## src/rtl/core/rcpq_pkg.sv

```systemverilog
// Shared types, constants and register indexes of the RC PWM pulse qualifier.
package rcpq_pkg;

  localparam int TIME_W      = 32;
  localparam int WIDTH_W     = 16;
  localparam int CNT_W       = 6;
  localparam int CFG_ADDR_W  = 3;
  localparam int CFG_DATA_W  = 16;
  localparam int OUT_TDATA_W = 40;

  localparam int AVG_SAMPLES_DEF = 8;

  // Shared divider: 24-bit dividend covers |avg - left| * 200.
  localparam int DIV_DW = 24;
  localparam int DIV_VW = 16;

  localparam logic [CFG_ADDR_W-1:0] REG_DEADBAND_LOW     = 3'd0;
  localparam logic [CFG_ADDR_W-1:0] REG_DEADBAND_HIGH    = 3'd1;
  localparam logic [CFG_ADDR_W-1:0] REG_WINDOW_PULSES    = 3'd2;
  localparam logic [CFG_ADDR_W-1:0] REG_TRIGGER_COUNT    = 3'd3;
  localparam logic [CFG_ADDR_W-1:0] REG_FULL_LEFT_WIDTH  = 3'd4;
  localparam logic [CFG_ADDR_W-1:0] REG_FULL_RIGHT_WIDTH = 3'd5;

  localparam logic [WIDTH_W-1:0] DEADBAND_LOW_RST     = 16'd1420;
  localparam logic [WIDTH_W-1:0] DEADBAND_HIGH_RST    = 16'd1500;
  localparam logic [CNT_W-1:0]   WINDOW_PULSES_RST    = 6'd20;
  localparam logic [CNT_W-1:0]   TRIGGER_COUNT_RST    = 6'd5;
  localparam logic [WIDTH_W-1:0] FULL_LEFT_WIDTH_RST  = 16'd1000;
  localparam logic [WIDTH_W-1:0] FULL_RIGHT_WIDTH_RST = 16'd2000;

  localparam logic CMD_RISE = 1'b0;
  localparam logic CMD_FALL = 1'b1;

  typedef struct packed {
    logic [WIDTH_W-1:0] deadband_low;
    logic [WIDTH_W-1:0] deadband_high;
    logic [CNT_W-1:0]   window_pulses;
    logic [CNT_W-1:0]   trigger_count;
    logic [WIDTH_W-1:0] full_left_width;
    logic [WIDTH_W-1:0] full_right_width;
  } cfg_t;

  typedef enum logic [2:0] {
    S_IDLE,
    S_WIDTH,
    S_PULSE,
    S_AVG,
    S_PREP,
    S_MAP,
    S_QUO,
    S_OUT
  } state_t;

endpackage

```

## src/rtl/core/rcpq_cfg.sv

```systemverilog
// Configuration register file of the RC PWM pulse qualifier.
module rcpq_cfg (
  input  logic                              clk,
  input  logic                              rst_n,
  input  logic                              cfg_valid,
  input  logic [rcpq_pkg::CFG_ADDR_W-1:0]   cfg_addr,
  input  logic [rcpq_pkg::CFG_DATA_W-1:0]   cfg_data,
  output rcpq_pkg::cfg_t                    cfg
);

  rcpq_pkg::cfg_t cfg_r;
  rcpq_pkg::cfg_t cfg_nxt;

  always_comb begin
    cfg_nxt = cfg_r;
    if (cfg_valid) begin
      case (cfg_addr)
        rcpq_pkg::REG_DEADBAND_LOW:     cfg_nxt.deadband_low     = cfg_data;
        rcpq_pkg::REG_DEADBAND_HIGH:    cfg_nxt.deadband_high    = cfg_data;
        rcpq_pkg::REG_WINDOW_PULSES:
          cfg_nxt.window_pulses = cfg_data[rcpq_pkg::CNT_W-1:0];
        rcpq_pkg::REG_TRIGGER_COUNT:
          cfg_nxt.trigger_count = cfg_data[rcpq_pkg::CNT_W-1:0];
        rcpq_pkg::REG_FULL_LEFT_WIDTH:  cfg_nxt.full_left_width  = cfg_data;
        rcpq_pkg::REG_FULL_RIGHT_WIDTH: cfg_nxt.full_right_width = cfg_data;
        default: ;
      endcase
    end
  end

  always_ff @(posedge clk) begin
    if (!rst_n) begin
      cfg_r.deadband_low     <= rcpq_pkg::DEADBAND_LOW_RST;
      cfg_r.deadband_high    <= rcpq_pkg::DEADBAND_HIGH_RST;
      cfg_r.window_pulses    <= rcpq_pkg::WINDOW_PULSES_RST;
      cfg_r.trigger_count    <= rcpq_pkg::TRIGGER_COUNT_RST;
      cfg_r.full_left_width  <= rcpq_pkg::FULL_LEFT_WIDTH_RST;
      cfg_r.full_right_width <= rcpq_pkg::FULL_RIGHT_WIDTH_RST;
    end else begin
      cfg_r <= cfg_nxt;
    end
  end

  assign cfg = cfg_r;

endmodule

```

## src/rtl/core/rcpq_div.sv

```systemverilog
// Shared restoring divider, one quotient bit per cycle.
module rcpq_div (
  input  logic                            clk,
  input  logic                            rst_n,
  input  logic                            start,
  input  logic [rcpq_pkg::DIV_DW-1:0]     dividend,
  input  logic [rcpq_pkg::DIV_VW-1:0]     divisor,
  output logic                            done,
  output logic [rcpq_pkg::DIV_DW-1:0]     quotient
);

  localparam int DW    = rcpq_pkg::DIV_DW;
  localparam int VW    = rcpq_pkg::DIV_VW;
  localparam int STEPW = $clog2(DW);
  localparam logic [STEPW-1:0] LAST_STEP = STEPW'(DW - 1);

  logic             busy_r, busy_nxt;
  logic             done_r, done_nxt;
  logic [STEPW-1:0] step_r, step_nxt;
  logic [DW-1:0]    quo_r, quo_nxt;
  logic [VW-1:0]    rem_r, rem_nxt;
  logic [VW-1:0]    dvs_r, dvs_nxt;

  logic [VW:0] rem_sh;
  logic [VW:0] trial;
  logic        ge;

  always_comb begin
    // Bring down the next dividend bit and try the subtraction.
    rem_sh = {rem_r, quo_r[DW-1]};
    trial  = rem_sh - {1'b0, dvs_r};
    ge     = (rem_sh >= {1'b0, dvs_r});

    busy_nxt = busy_r;
    done_nxt = 1'b0;
    step_nxt = step_r;
    quo_nxt  = quo_r;
    rem_nxt  = rem_r;
    dvs_nxt  = dvs_r;
    if (start) begin
      busy_nxt = 1'b1;
      step_nxt = '0;
      quo_nxt  = dividend;
      rem_nxt  = '0;
      dvs_nxt  = divisor;
    end else if (busy_r) begin
      quo_nxt  = {quo_r[DW-2:0], ge};
      rem_nxt  = ge ? trial[VW-1:0] : rem_sh[VW-1:0];
      step_nxt = step_r + 1'b1;
      if (step_r == LAST_STEP) begin
        busy_nxt = 1'b0;
        done_nxt = 1'b1;
      end
    end
  end

  always_ff @(posedge clk) begin
    if (!rst_n) begin
      busy_r <= 1'b0;
      done_r <= 1'b0;
      step_r <= '0;
    end else begin
      busy_r <= busy_nxt;
      done_r <= done_nxt;
      step_r <= step_nxt;
    end
  end

  always_ff @(posedge clk) begin
    quo_r <= quo_nxt;
    rem_r <= rem_nxt;
    dvs_r <= dvs_nxt;
  end

  assign done     = done_r;
  assign quotient = quo_r;

endmodule

```

## src/rtl/core/rc_pwm_pulse_qualifier.sv

```systemverilog
// Top level of the RC PWM pulse qualifier: edge capture, manual detection, averaging.
// A rising-edge item stores its time; the block is ready again in the next cycle.
// A falling-edge item passes the width, pulse, prep and output states, plus the
// averaging state when it completes a block and the map and quotient states when
// manual; the percent division runs one bit a cycle on the one shared 24-bit divider.
// A result waits in the output register; the block is ready again once it is loaded.
// Synchronous active-low reset restores register defaults and clears all counters.
module rc_pwm_pulse_qualifier #(
  parameter int AVG_SAMPLES = rcpq_pkg::AVG_SAMPLES_DEF
) (
  input  logic                                clk,
  input  logic                                rst_n,
  // Input stream.
  input  logic                                in_tvalid,
  output logic                                in_tready,
  input  logic [rcpq_pkg::TIME_W-1:0]         in_tdata,  // [31:0] edge_time_us
  input  logic                                in_tuser,  // [0] cmd
  // Result stream.
  output logic                                out_tvalid,
  input  logic                                out_tready,
  // [0] is_manual, [16:1] average_width, [17] average_updated,
  // [33:18] steering_percent, [39:34] zero
  output logic [rcpq_pkg::OUT_TDATA_W-1:0]    out_tdata,
  // Configuration write channel.
  input  logic                                cfg_valid,
  output logic                                cfg_ready,
  input  logic [rcpq_pkg::CFG_ADDR_W-1:0]     cfg_addr,
  input  logic [rcpq_pkg::CFG_DATA_W-1:0]     cfg_data
);

  localparam int TW     = rcpq_pkg::TIME_W;
  localparam int WW     = rcpq_pkg::WIDTH_W;
  localparam int CW     = rcpq_pkg::CNT_W;
  localparam int DW     = rcpq_pkg::DIV_DW;
  localparam int VW     = rcpq_pkg::DIV_VW;
  localparam int SCNT_W = $clog2(AVG_SAMPLES + 1);
  localparam int SUM_W  = WW + $clog2(AVG_SAMPLES);
  localparam int PW     = DW + 1;   // signed product width
  localparam int VALW   = DW + 2;   // signed percent before saturation
  localparam int MW     = SUM_W + 2;
  localparam int APW    = SUM_W + MW;
  localparam int AVG_SH = SUM_W + $clog2(AVG_SAMPLES);

  localparam logic [SCNT_W:0]  AVG_CMP  = (SCNT_W + 1)'(AVG_SAMPLES);
  // Rounded-up reciprocal of the block length; exact for every sum of SUM_W bits.
  localparam logic [MW-1:0]    AVG_RECIP =
    MW'(((64'd1 << AVG_SH) + 64'(AVG_SAMPLES) - 64'd1) / 64'(AVG_SAMPLES));
  localparam logic [PW-1:0]    SCALE    = PW'(200);
  localparam logic [VALW-1:0]  PCT_BASE = VALW'(100);
  localparam logic signed [VALW-1:0] PCT_MAX = VALW'(32767);
  localparam logic signed [VALW-1:0] PCT_MIN = -(VALW'(32768));

  rcpq_pkg::cfg_t cfg;

  rcpq_cfg u_cfg (
    .clk       (clk),
    .rst_n     (rst_n),
    .cfg_valid (cfg_valid),
    .cfg_addr  (cfg_addr),
    .cfg_data  (cfg_data),
    .cfg       (cfg)
  );

  assign cfg_ready = 1'b1;

  logic          div_start;
  logic [DW-1:0] div_dvd;
  logic [VW-1:0] div_dvs;
  logic          div_done;
  logic [DW-1:0] div_quo;

  rcpq_div u_div (
    .clk      (clk),
    .rst_n    (rst_n),
    .start    (div_start),
    .dividend (div_dvd),
    .divisor  (div_dvs),
    .done     (div_done),
    .quotient (div_quo)
  );

  rcpq_pkg::state_t state_r, state_nxt;

  logic [TW-1:0]     rise_r, rise_nxt;
  logic [TW-1:0]     time_r, time_nxt;
  logic [WW-1:0]     width_r, width_nxt;
  logic [CW-1:0]     wc_r, wc_nxt;
  logic [CW-1:0]     oc_r, oc_nxt;
  logic              manual_r, manual_nxt;
  logic [SCNT_W-1:0] cnt_r, cnt_nxt;
  logic [SUM_W-1:0]  sum_r, sum_nxt;
  logic [WW-1:0]     avg_r, avg_nxt;
  logic              upd_r, upd_nxt;
  logic [WW:0]       diff_r, diff_nxt;
  logic [WW:0]       span_r, span_nxt;
  logic              neg_r, neg_nxt;
  logic [WW-1:0]     pct_r, pct_nxt;
  logic              out_valid_r, out_valid_nxt;
  logic [rcpq_pkg::OUT_TDATA_W-1:0] out_data_r, out_data_nxt;

  logic [TW-1:0]     elapsed;
  logic [WW-1:0]     width_sat;
  logic [CW:0]       wc_inc;
  logic [CW-1:0]     oc_base;
  logic [CW:0]       oc_inc;
  logic              outlier;
  logic [SUM_W-1:0]  sum_new;
  logic [SCNT_W:0]   cnt_inc;
  logic [APW-1:0]    avg_prod;
  logic [PW-1:0]     prod;
  logic [PW-1:0]     prod_abs;
  logic [WW:0]       span_abs;
  logic [VALW-1:0]   quo_x;
  logic signed [VALW-1:0] pct_val;

  always_comb begin
    elapsed   = time_r - rise_r;
    width_sat = (|elapsed[TW-1:WW]) ? {WW{1'b1}} : elapsed[WW-1:0];

    // Counters compare after the increment at one extra bit of precision.
    wc_inc  = {1'b0, wc_r} + 1'b1;
    oc_base = (wc_inc > {1'b0, cfg.window_pulses}) ? '0 : oc_r;
    oc_inc  = {1'b0, oc_base} + 1'b1;
    outlier = (width_r < cfg.deadband_low) || (width_r > cfg.deadband_high);
    sum_new = sum_r + SUM_W'(width_r);
    cnt_inc = {1'b0, cnt_r} + 1'b1;

    avg_prod = APW'(sum_r) * APW'(AVG_RECIP);

    prod     = {{(PW - WW - 1){diff_r[WW]}}, diff_r} * SCALE;
    prod_abs = prod[PW-1] ? (~prod + 1'b1) : prod;
    span_abs = span_r[WW] ? (~span_r + 1'b1) : span_r;

    quo_x   = {2'b00, div_quo};
    pct_val = neg_r ? $signed(PCT_BASE + quo_x) : $signed(PCT_BASE - quo_x);

    state_nxt     = state_r;
    rise_nxt      = rise_r;
    time_nxt      = time_r;
    width_nxt     = width_r;
    wc_nxt        = wc_r;
    oc_nxt        = oc_r;
    manual_nxt    = manual_r;
    cnt_nxt       = cnt_r;
    sum_nxt       = sum_r;
    avg_nxt       = avg_r;
    upd_nxt       = upd_r;
    diff_nxt      = diff_r;
    span_nxt      = span_r;
    neg_nxt       = neg_r;
    pct_nxt       = pct_r;
    out_valid_nxt = out_valid_r && !out_tready;
    out_data_nxt  = out_data_r;
    div_start     = 1'b0;
    div_dvd       = prod_abs[DW-1:0];
    div_dvs       = span_abs[VW-1:0];

    case (state_r)
      rcpq_pkg::S_IDLE: begin
        if (in_tvalid) begin
          if (in_tuser == rcpq_pkg::CMD_FALL) begin
            time_nxt  = in_tdata;
            state_nxt = rcpq_pkg::S_WIDTH;
          end else begin
            rise_nxt = in_tdata;
          end
        end
      end
      rcpq_pkg::S_WIDTH: begin
        width_nxt = width_sat;
        state_nxt = rcpq_pkg::S_PULSE;
      end
      rcpq_pkg::S_PULSE: begin
        wc_nxt = (wc_inc > {1'b0, cfg.window_pulses}) ? '0 : wc_inc[CW-1:0];
        if (outlier) begin
          if (oc_inc > {1'b0, cfg.trigger_count}) begin
            manual_nxt = 1'b1;
            oc_nxt     = '0;
          end else begin
            oc_nxt = oc_inc[CW-1:0];
          end
        end else begin
          manual_nxt = 1'b0;
          oc_nxt     = oc_base;
        end
        sum_nxt = sum_new;
        if (cnt_inc >= AVG_CMP) begin
          // Block complete: the full sum is averaged in the next cycle.
          cnt_nxt   = '0;
          upd_nxt   = 1'b1;
          state_nxt = rcpq_pkg::S_AVG;
        end else begin
          cnt_nxt   = cnt_inc[SCNT_W-1:0];
          upd_nxt   = 1'b0;
          state_nxt = rcpq_pkg::S_PREP;
        end
      end
      rcpq_pkg::S_AVG: begin
        avg_nxt   = avg_prod[AVG_SH +: WW];
        sum_nxt   = '0;
        state_nxt = rcpq_pkg::S_PREP;
      end
      rcpq_pkg::S_PREP: begin
        if (manual_r && (cfg.full_left_width != cfg.full_right_width)) begin
          diff_nxt  = {1'b0, avg_r} - {1'b0, cfg.full_left_width};
          span_nxt  = {1'b0, cfg.full_right_width} - {1'b0, cfg.full_left_width};
          state_nxt = rcpq_pkg::S_MAP;
        end else begin
          pct_nxt   = '0;
          state_nxt = rcpq_pkg::S_OUT;
        end
      end
      rcpq_pkg::S_MAP: begin
        // Divide magnitudes so the quotient truncates toward zero.
        div_start = 1'b1;
        neg_nxt   = prod[PW-1] ^ span_r[WW];
        state_nxt = rcpq_pkg::S_QUO;
      end
      rcpq_pkg::S_QUO: begin
        if (div_done) begin
          if (pct_val > PCT_MAX) begin
            pct_nxt = PCT_MAX[WW-1:0];
          end else if (pct_val < PCT_MIN) begin
            pct_nxt = PCT_MIN[WW-1:0];
          end else begin
            pct_nxt = pct_val[WW-1:0];
          end
          state_nxt = rcpq_pkg::S_OUT;
        end
      end
      rcpq_pkg::S_OUT: begin
        if (!out_valid_r || out_tready) begin
          out_valid_nxt = 1'b1;
          out_data_nxt  = {6'b000000, pct_r, upd_r, avg_r, manual_r};
          state_nxt     = rcpq_pkg::S_IDLE;
        end
      end
      default: state_nxt = rcpq_pkg::S_IDLE;
    endcase
  end

  always_ff @(posedge clk) begin
    if (!rst_n) begin
      state_r     <= rcpq_pkg::S_IDLE;
      rise_r      <= '0;
      wc_r        <= '0;
      oc_r        <= '0;
      manual_r    <= 1'b0;
      cnt_r       <= '0;
      sum_r       <= '0;
      avg_r       <= '0;
      out_valid_r <= 1'b0;
    end else begin
      state_r     <= state_nxt;
      rise_r      <= rise_nxt;
      wc_r        <= wc_nxt;
      oc_r        <= oc_nxt;
      manual_r    <= manual_nxt;
      cnt_r       <= cnt_nxt;
      sum_r       <= sum_nxt;
      avg_r       <= avg_nxt;
      out_valid_r <= out_valid_nxt;
    end
  end

  always_ff @(posedge clk) begin
    time_r     <= time_nxt;
    width_r    <= width_nxt;
    upd_r      <= upd_nxt;
    diff_r     <= diff_nxt;
    span_r     <= span_nxt;
    neg_r      <= neg_nxt;
    pct_r      <= pct_nxt;
    out_data_r <= out_data_nxt;
  end

  assign in_tready  = (state_r == rcpq_pkg::S_IDLE);
  assign out_tvalid = out_valid_r;
  assign out_tdata  = out_data_r;

endmodule

```

## config.mk

```make
export PLATFORM = sky130hd
export DESIGN_NAME = rc_pwm_pulse_qualifier
export DESIGN_NICKNAME = d
export VERILOG_FILES = /design/src/rtl/core/rcpq_pkg.sv /design/src/rtl/core/rcpq_cfg.sv /design/src/rtl/core/rcpq_div.sv /design/src/rtl/core/rc_pwm_pulse_qualifier.sv
export SDC_FILE = /design/constraint.sdc
export NUM_CORES = 1
export LEC_CHECK = 0
export BUFFER_PORTS_ARGS = -buffer_cell sky130_fd_sc_hd__buf_2
export CORE_MARGIN = 2
export CORE_UTILIZATION = 55
export CTS_BUF_LIST = sky130_fd_sc_hd__clkbuf_16
export CTS_CLUSTER_DIAMETER = 30
export DETAILED_ROUTE_END_ITERATION = 7
export PLACE_DENSITY = 0.72
export SLEW_MARGIN = 20
export SYNTH_ARGS = -nofsm -noshare
export SYNTH_HDL_FRONTEND = slang
export SYNTH_SLANG_ARGS = --single-unit
```

## constraint.sdc

```tcl
create_clock -name clk -period 4.5 [get_ports clk]
set_input_delay 0.675 -clock clk [delete_from_list [all_inputs] [get_ports clk]]
set_output_delay 0.675 -clock clk [all_outputs]
set_load 0.01 [all_outputs]
```

==> Word level (Yosys, flattened, before mapping) <==
Cells that the tools add are included.
{ "op_classes": {"add_sub_neg": 13, "multipliers": 1, "magnitude_cmp": 8, "n_eq_ne": 20, "muxes": 34, "bitwise": 6, "n_reduce_logical": 27} }
{ "op_table": {"columns": ["cell", "count"], "rows": [
  ["two-way mux 16 bit", 6],
  ["two-way mux 24 bit", 3],
  ["case mux 19 bit (2 select lines)", 1],
  ["subtractor 16 x 16 -> 17 bit", 2],
  ["case mux 16 bit (2 select lines)", 1],
  ["subtractor 32 bit", 1],
  ["greater-than comparator 26 x 16 -> 1 bit (second input constant)", 1],
  ["< comparator 26 x 16 -> 1 bit (second input constant)", 1],
  ["two-way mux 26 bit", 1],
  ["adder 7 x 24 -> 25 bit (first input constant)", 1],
  ["multiplier 25 x 5 -> 22 bit (second input constant)", 1],
  ["subtractor 7 x 24 -> 25 bit (first input constant)", 1],
  ["adder 24 x 1 -> 24 bit (second input constant)", 1],
  ["two-way mux 6 bit", 4],
  ["inverter 24 bit", 1],
  ["case mux 3 bit (8 select lines)", 1],
  ["adder 19 x 16 -> 19 bit", 1],
  ["equality test 3 bit (second input constant)", 6],
  ["AND reduction 2 bit", 9],
  [">= comparator 17 x 16 -> 1 bit", 1],
  ["adder 16 x 1 -> 16 bit (second input constant)", 1],
  ["greater-than comparator 16 bit", 1],
  ["< comparator 16 bit", 1],
  ["!= test 16 bit", 1],
  ["28 further kinds", 61]
]} }
{ "word_totals": {"ff_bits": 361, "input_bits": 57, "out_inout_bits": 43, "word_cells": 138} }

==> Logic depth before layout (Yosys ltp) <==
{ "logic_depth": {"word_depth": 7, "mapped_depth": 23, "depth_no_buf": 22} }

==> Cells and area by module <==
From an unflattened synthesis, not the netlist that was laid out.
{ "unflattened": {"hier_cells": 2420, "hier_area_um2": 22584.2} }
{ "by_module_without_submodules": {"columns": ["module", "n_inst", "cells_each", "area_per_inst_um2", "seq_area_each_um2"], "rows": [
  ["rc_pwm_pulse_qualifier", 1, 1834, 16266.9, 5785.5],
  ["rcpq_div", 1, 305, 3378.2, 1661.6],
  ["rcpq_cfg", 1, 281, 2939.1, 1521.5]
]} }

==> Worst setup path after synthesis <==
Ideal clock, no wire load.
{ "synth_timing": {"kind": "register to register", "from": "register wc_r[0]", "to": "register oc_r[2]", "setup_ns": 0.074, "t_arrival_ns": 4.249, "slack_ns": 0.176, "stages_incl_launch_ff": 23, "n_path_buf": 1, "synth_period_minus_slack_ns": 4.324, "cell_sequence": "dfxtp_1 -> ha_1 -> and3_1 -> clkbuf_1 -> xor2_1 -> ha_1 -> a21o_1 -> a21oi_1 -> o21ai_0 -> o21a_1 -> a31o_2 -> a21oi_1 -> ha_1 -> nor2b_1 -> o21a_1 -> o21a_1 -> o21a_1 -> o21ai_0 -> a32oi_1 -> a31oi_1 -> nand3b_1 -> or4_1 -> a31oi_1"} }
{ "synth_via": {"elab_chain_cells": 7} }
{ "synth_rtl": {"columns": ["element", "line", "source"], "rows": [
  ["start, declared", "rc_pwm_pulse_qualifier.sv:87", "logic [CW-1:0] wc_r, wc_nxt;"],
  ["start signal, assigned", "rc_pwm_pulse_qualifier.sv:256", "wc_r <= wc_nxt;"],
  ["adder 6 x 1 -> 7 bit (*)", "rc_pwm_pulse_qualifier.sv:121", "wc_inc = {1'b0, wc_r} + 1'b1;"],
  ["greater-than comparator 7 x 6 -> 1 bit (*)", "rc_pwm_pulse_qualifier.sv:122", "oc_base = (wc_inc > {1'b0, cfg.window_pulses}) ? '0 : oc_r;"],
  ["two-way mux 6 bit (*)", "rc_pwm_pulse_qualifier.sv:122", null],
  ["adder 6 x 1 -> 7 bit", "rc_pwm_pulse_qualifier.sv:123", "oc_inc = {1'b0, oc_base} + 1'b1;"],
  ["greater-than comparator 7 x 6 -> 1 bit", "rc_pwm_pulse_qualifier.sv:176", "if (oc_inc > {1'b0, cfg.trigger_count}) begin"],
  ["two-way mux 6 bit", "rc_pwm_pulse_qualifier.sv:176", null],
  ["two-way mux 6 bit (*)", "rc_pwm_pulse_qualifier.sv:175", "if (outlier) begin"],
  ["end signal, assigned", "rc_pwm_pulse_qualifier.sv:257", "oc_r <= oc_nxt;"],
  ["end, declared", "rc_pwm_pulse_qualifier.sv:88", "logic [CW-1:0] oc_r, oc_nxt;"]
]} }
Every way passes the cells marked *; elsewhere a longest branch is shown, timed or not.
A chain may end at the register's enable or synchronous reset.

==> Worst setup path after layout <==
Ends and elaborated chain as after synthesis.

==> reports/metrics.csv <==
stage,metric,value,unit
route,dr.pass1.iters,5,
timing,hold_viol_final,0,
clocking,hold_buffers,0,
clocking,numCtsBuffers,81,
yosys,postSynthCellCount,2439,
timing,slew_violations,0,
critical_path,crit_start,wc_r[0],
pwr,power_leakage,10.59,nW
yosys,ys_types,80,
timing,fmax,229.8,MHz
route,wl,50.83,mm
critical_path,cpPeakStageDelay,0.55,ns
clocking,cts.sinks,361,
die,die-area,41500,um^2
critical_path,path_cells,ha_4 -> and3_4 -> xor2_2 -> ha_1 -> a21o_1 -> a21oi_1 -> o21ai_1 -> o21a_1 -> a31o_2 -> a21oi_2 -> ha_1 -> nor2b_4 -> o21a_1 -> o21a_1 -> o21a_1 -> o21ai_2 -> a32oi_2 -> a31oi_1 -> nand3b_1 -> or4_1 -> a31oi_1,
critical_path,rr_endpoint,oc_r[2],
route,drc,0,
grt,grt_pass1_vias,17271,
layout,stdcell_count,3162,
critical_path,end_kind,flop,
layout,diodes,0,
timing,finalSetupViolations,0,
clocking,cts_tree,done,
die,die_w,203.7,um
pwr,totalPowerFinal,0.01166,W
placed_design,dp.cells,3000,
outcome,status,completed,
timing,period_share,0.9669,
layout,nets,2850,
clocking,htree_levels,3,
layout,final_util,0.6573,
yosys,synth_area,21940,um^2
die,coreArea,39550,um^2
critical_path,cp.arrival,4.88,ns
placed_design,gp_congestion,0.9622,
hold_path,hold_path_class,input pin to flop,
yosys,ys_warn_count,0,
route,drtIter0Drc,1046,
grt,grt_start_max_net_pins,58,
pwr,power_density,448.7,nW/um^2
timing,relSlewSlack,0.2748,
layout,fill_cells,3124,
grt,grt_usage,0.2424,
timing,period_needed,4.351,ns
timing,tightest_slew,1.078,ns
timing,finClkSkew,0.02418,ns
critical_path,crit_top_cell,o21a_1,
yosys,synth-edff-count,174,
critical_path,crit_fanout,5,
pwr,ir_drop,0.4083,mV
yosys,async_reset_ff_frac,0,
critical_path,r2r.worst_path.cells,21,
route,vias,17669,
critical_path,slowest_stage,or4_1,
yosys,syn_avg_cell_area,8.995,um^2
critical_path,r2r_start,wc_r[0],
yosys,yosysSeqAreaShare,0.4088,
critical_path,critPathKind,flop to flop,
critical_path,crit_path_end,oc_r[2],
route,wire_per_inst,16.08,um
clocking,clk_path_buf_depth,3,
job,max_cap_viol_count,0,
layout,syn2layout_area_growth,18.49,%
grt,grt-ovfl-total,0,
clocking,clk_pin_slew_worst_paths,0.04,ns
yosys,ys_ff_latch,361,
layout,drive_above_1_share,0.1286,
die,die_h,203.7,um
die,io_pins,100,
grt,antenna_found_initial,0,
critical_path,reg2reg_slack,0.15,ns
clocking,cts_root_buf,clkbuf_16,
grt,grt_pass1_wl,82.04,mm
clocking,clkLatencyLatePin,0.61,ns
critical_path,cp.required,5.03,ns
yosys,synth_ff_type,dfxtp_1,
route,ant_nets,0,
route,via_per_inst,5.588,
placed_design,dp_slack,-0.1020,ns
placed_design,post-dp-hpwl,36.91,mm
die,rows,73,
timing,fin_ws,0.1489,ns
die,start_util,0.5547,
critical_path,critPathLaunchType,flop,
placed_design,numPortBuffers,92,
==> cell usage after synthesis, types with 5 or more instances <==
cell type	n	area, um^2
a221oi_1	5	43.79
and2_1	5	31.28
nand2_1	344	1291
or2_2	12	75.07
o211ai_1	33	247.7
a21boi_0	11	82.58
o2111ai_1	9	78.83
o21bai_1	10	75.07
inv_1	238	893.4
o41ai_1	7	61.31
edfxtp_1	174	5225
a21oi_1	206	1031
o311ai_0	5	43.79
nand4_1	38	237.7
clkbuf_1	77	289.0
or3_1	20	125.1
o31a_1	5	43.79
nand3_1	41	205.2
mux2i_1	28	280.3
and3_1	24	150.1
buf_4	7	52.55
nand2b_1	23	143.9
o22ai_1	11	68.82
a31oi_1	17	106.4
ha_1	200	2502
a211oi_1	13	97.59
nand3b_1	9	67.56
xnor2_1	80	700.7
nor2_1	145	544.3
a21o_1	30	225.2
dfxtp_1	187	3744
nor2b_1	29	181.4
o21a_1	21	157.7
a22oi_1	11	82.58
xor2_1	60	525.5
or4_1	8	60.06
o31ai_1	18	135.1
o21ai_0	132	660.6
nor3_1	42	210.2
fa_1	22	440.4
nor4_1	8	50.05
==> state kept, by name, summed over array words and instances, names as in the netlist, 3 cells and up <==
register	count
u_div.step_r	5
rise_r	32
u_div.quotient	24
state_r	3
width_r	16
u_div.dvs_r	16
avg_r	16
oc_r	6
span_r	17
diff_r	17
cnt_r	4
time_r	32
u_div.rem_r	16
sum_r	19
out_tdata	34
u_cfg.cfg	76
pct_r	16
wc_r	6
==> cell type report <==
cell class / count / area, um^2 / area share
Timing Repair Buffer: 136 / 805.8 / 0.03100
Clock buffer: 83 / 2077 / 0.07990
Multi-Input combinational cell: 1752 / 11990 / 0.4611
Tap cell: 525 / 656.9 / 0.02527
Sequential cell: 361 / 8974 / 0.3452
Clock inverter: 66 / 596.8 / 0.02296
Inverter: 239 / 899.6 / 0.03461
==> cell usage in the layout (no fill, tap or decap), types with 11 or more instances in the layout <==
master / n
clkbuf_16: 83
a31oi_1: 17
nand2b_1: 22
nand2_1: 343
ha_1: 193
fa_1: 22
nand4_1: 38
o31ai_1: 17
xor2_1: 59
mux2i_1: 28
buf_2: 92
nand3_1: 38
o21a_1: 21
buf_4: 41
nor3_1: 37
a21oi_1: 202
a21o_1: 30
o22ai_1: 11
or3_1: 20
dfxtp_1: 185
o21ai_0: 127
and3_1: 23
or2_2: 12
edfxtp_1: 174
a211oi_1: 12
nor2b_1: 27
o211ai_1: 33
xnor2_1: 79
a22oi_1: 11
inv_1: 244
a21boi_0: 11
nor2_1: 143
==> worst min-delay path by stage <==
stage           startpoint            end  slack [ns]  depth (start not counted)
5_1_grt        in_tdata[1]      time_r[1]        0.24                          1
6_report       in_tdata[1]      time_r[1]        0.26                          1
2_1_floorplan        upd_r  out_tdata[17]        0.40                          0
3_3_place_gp     pct_r[11]  out_tdata[29]        0.40                          0
3_5_place_dp     pct_r[14]  out_tdata[32]        0.41                          0
4_1_cts        in_tdata[1]      time_r[1]        0.24                          1
==> logic make-up (layout without fill, tap and decap cells) <==
group	after synthesis	after routing	synth area share
simple gates	770	770	0.1628
compound gates	585	585	0.1669
flops	361	361	0.4088
buf+inv	331	524	0.05834
fa+ha+maj	222	222	0.1341
xor+xnor	140	140	0.05589
mux	28	28	0.01278
other cells	2	7	0.0003423
==> stage by stage <==
stage / hold slack (ns) / instance area (um^2) / setup TNS [ns]
after floorplan: 0.4003 / 21960 / 0
after global placement: 0.4035 / 22960 / 0
after detailed placement: 0.4052 / 22960 / -0.6279
after CTS: 0.2364 / 25650 / 0
after global routing: 0.2381 / 25990 / -0.08219
final: 0.2616 / 25990 / 0
==> metal layers <==
metal  track usage  vias to the layer above  wire, um  share of wire
met4        0.1259                        0      2601          0.051
met1        0.2779                     8225     21080           0.41
met2        0.4305                      413     25130           0.49
li1              -                     8880         -              -
met3       0.04394                      151      2020          0.040
met5             0                        -         0              0
==> worst max-delay path, delay by kind of cell (launching register included) <==
family,cells,cell delay [ns]
AND/OR/NAND/NOR,4,1.06
AO/OA/AOI/OAI,13,1.95
XOR/XNOR,1,0.14
adder cells (fa/ha/maj),3,0.76
flip-flops,1,0.36
==> power breakdown <==
group          internal [W]  switching [W]  total (W)  leakage (nW)
sequential          0.00369       0.000167    0.00386          3.06
combinational      0.000935        0.00128    0.00222          6.21
clock               0.00363        0.00196    0.00559          1.32
total               0.00826        0.00341     0.0117          10.6
==> what timing repair did <==
item,CTS,global route
gates cloned,0,1
setup endpoints to repair,14,25
buffers inserted,0,11
pin swaps,0,30
resized for setup,3,51
Note: power is estimated with default switching activity, not from simulation.
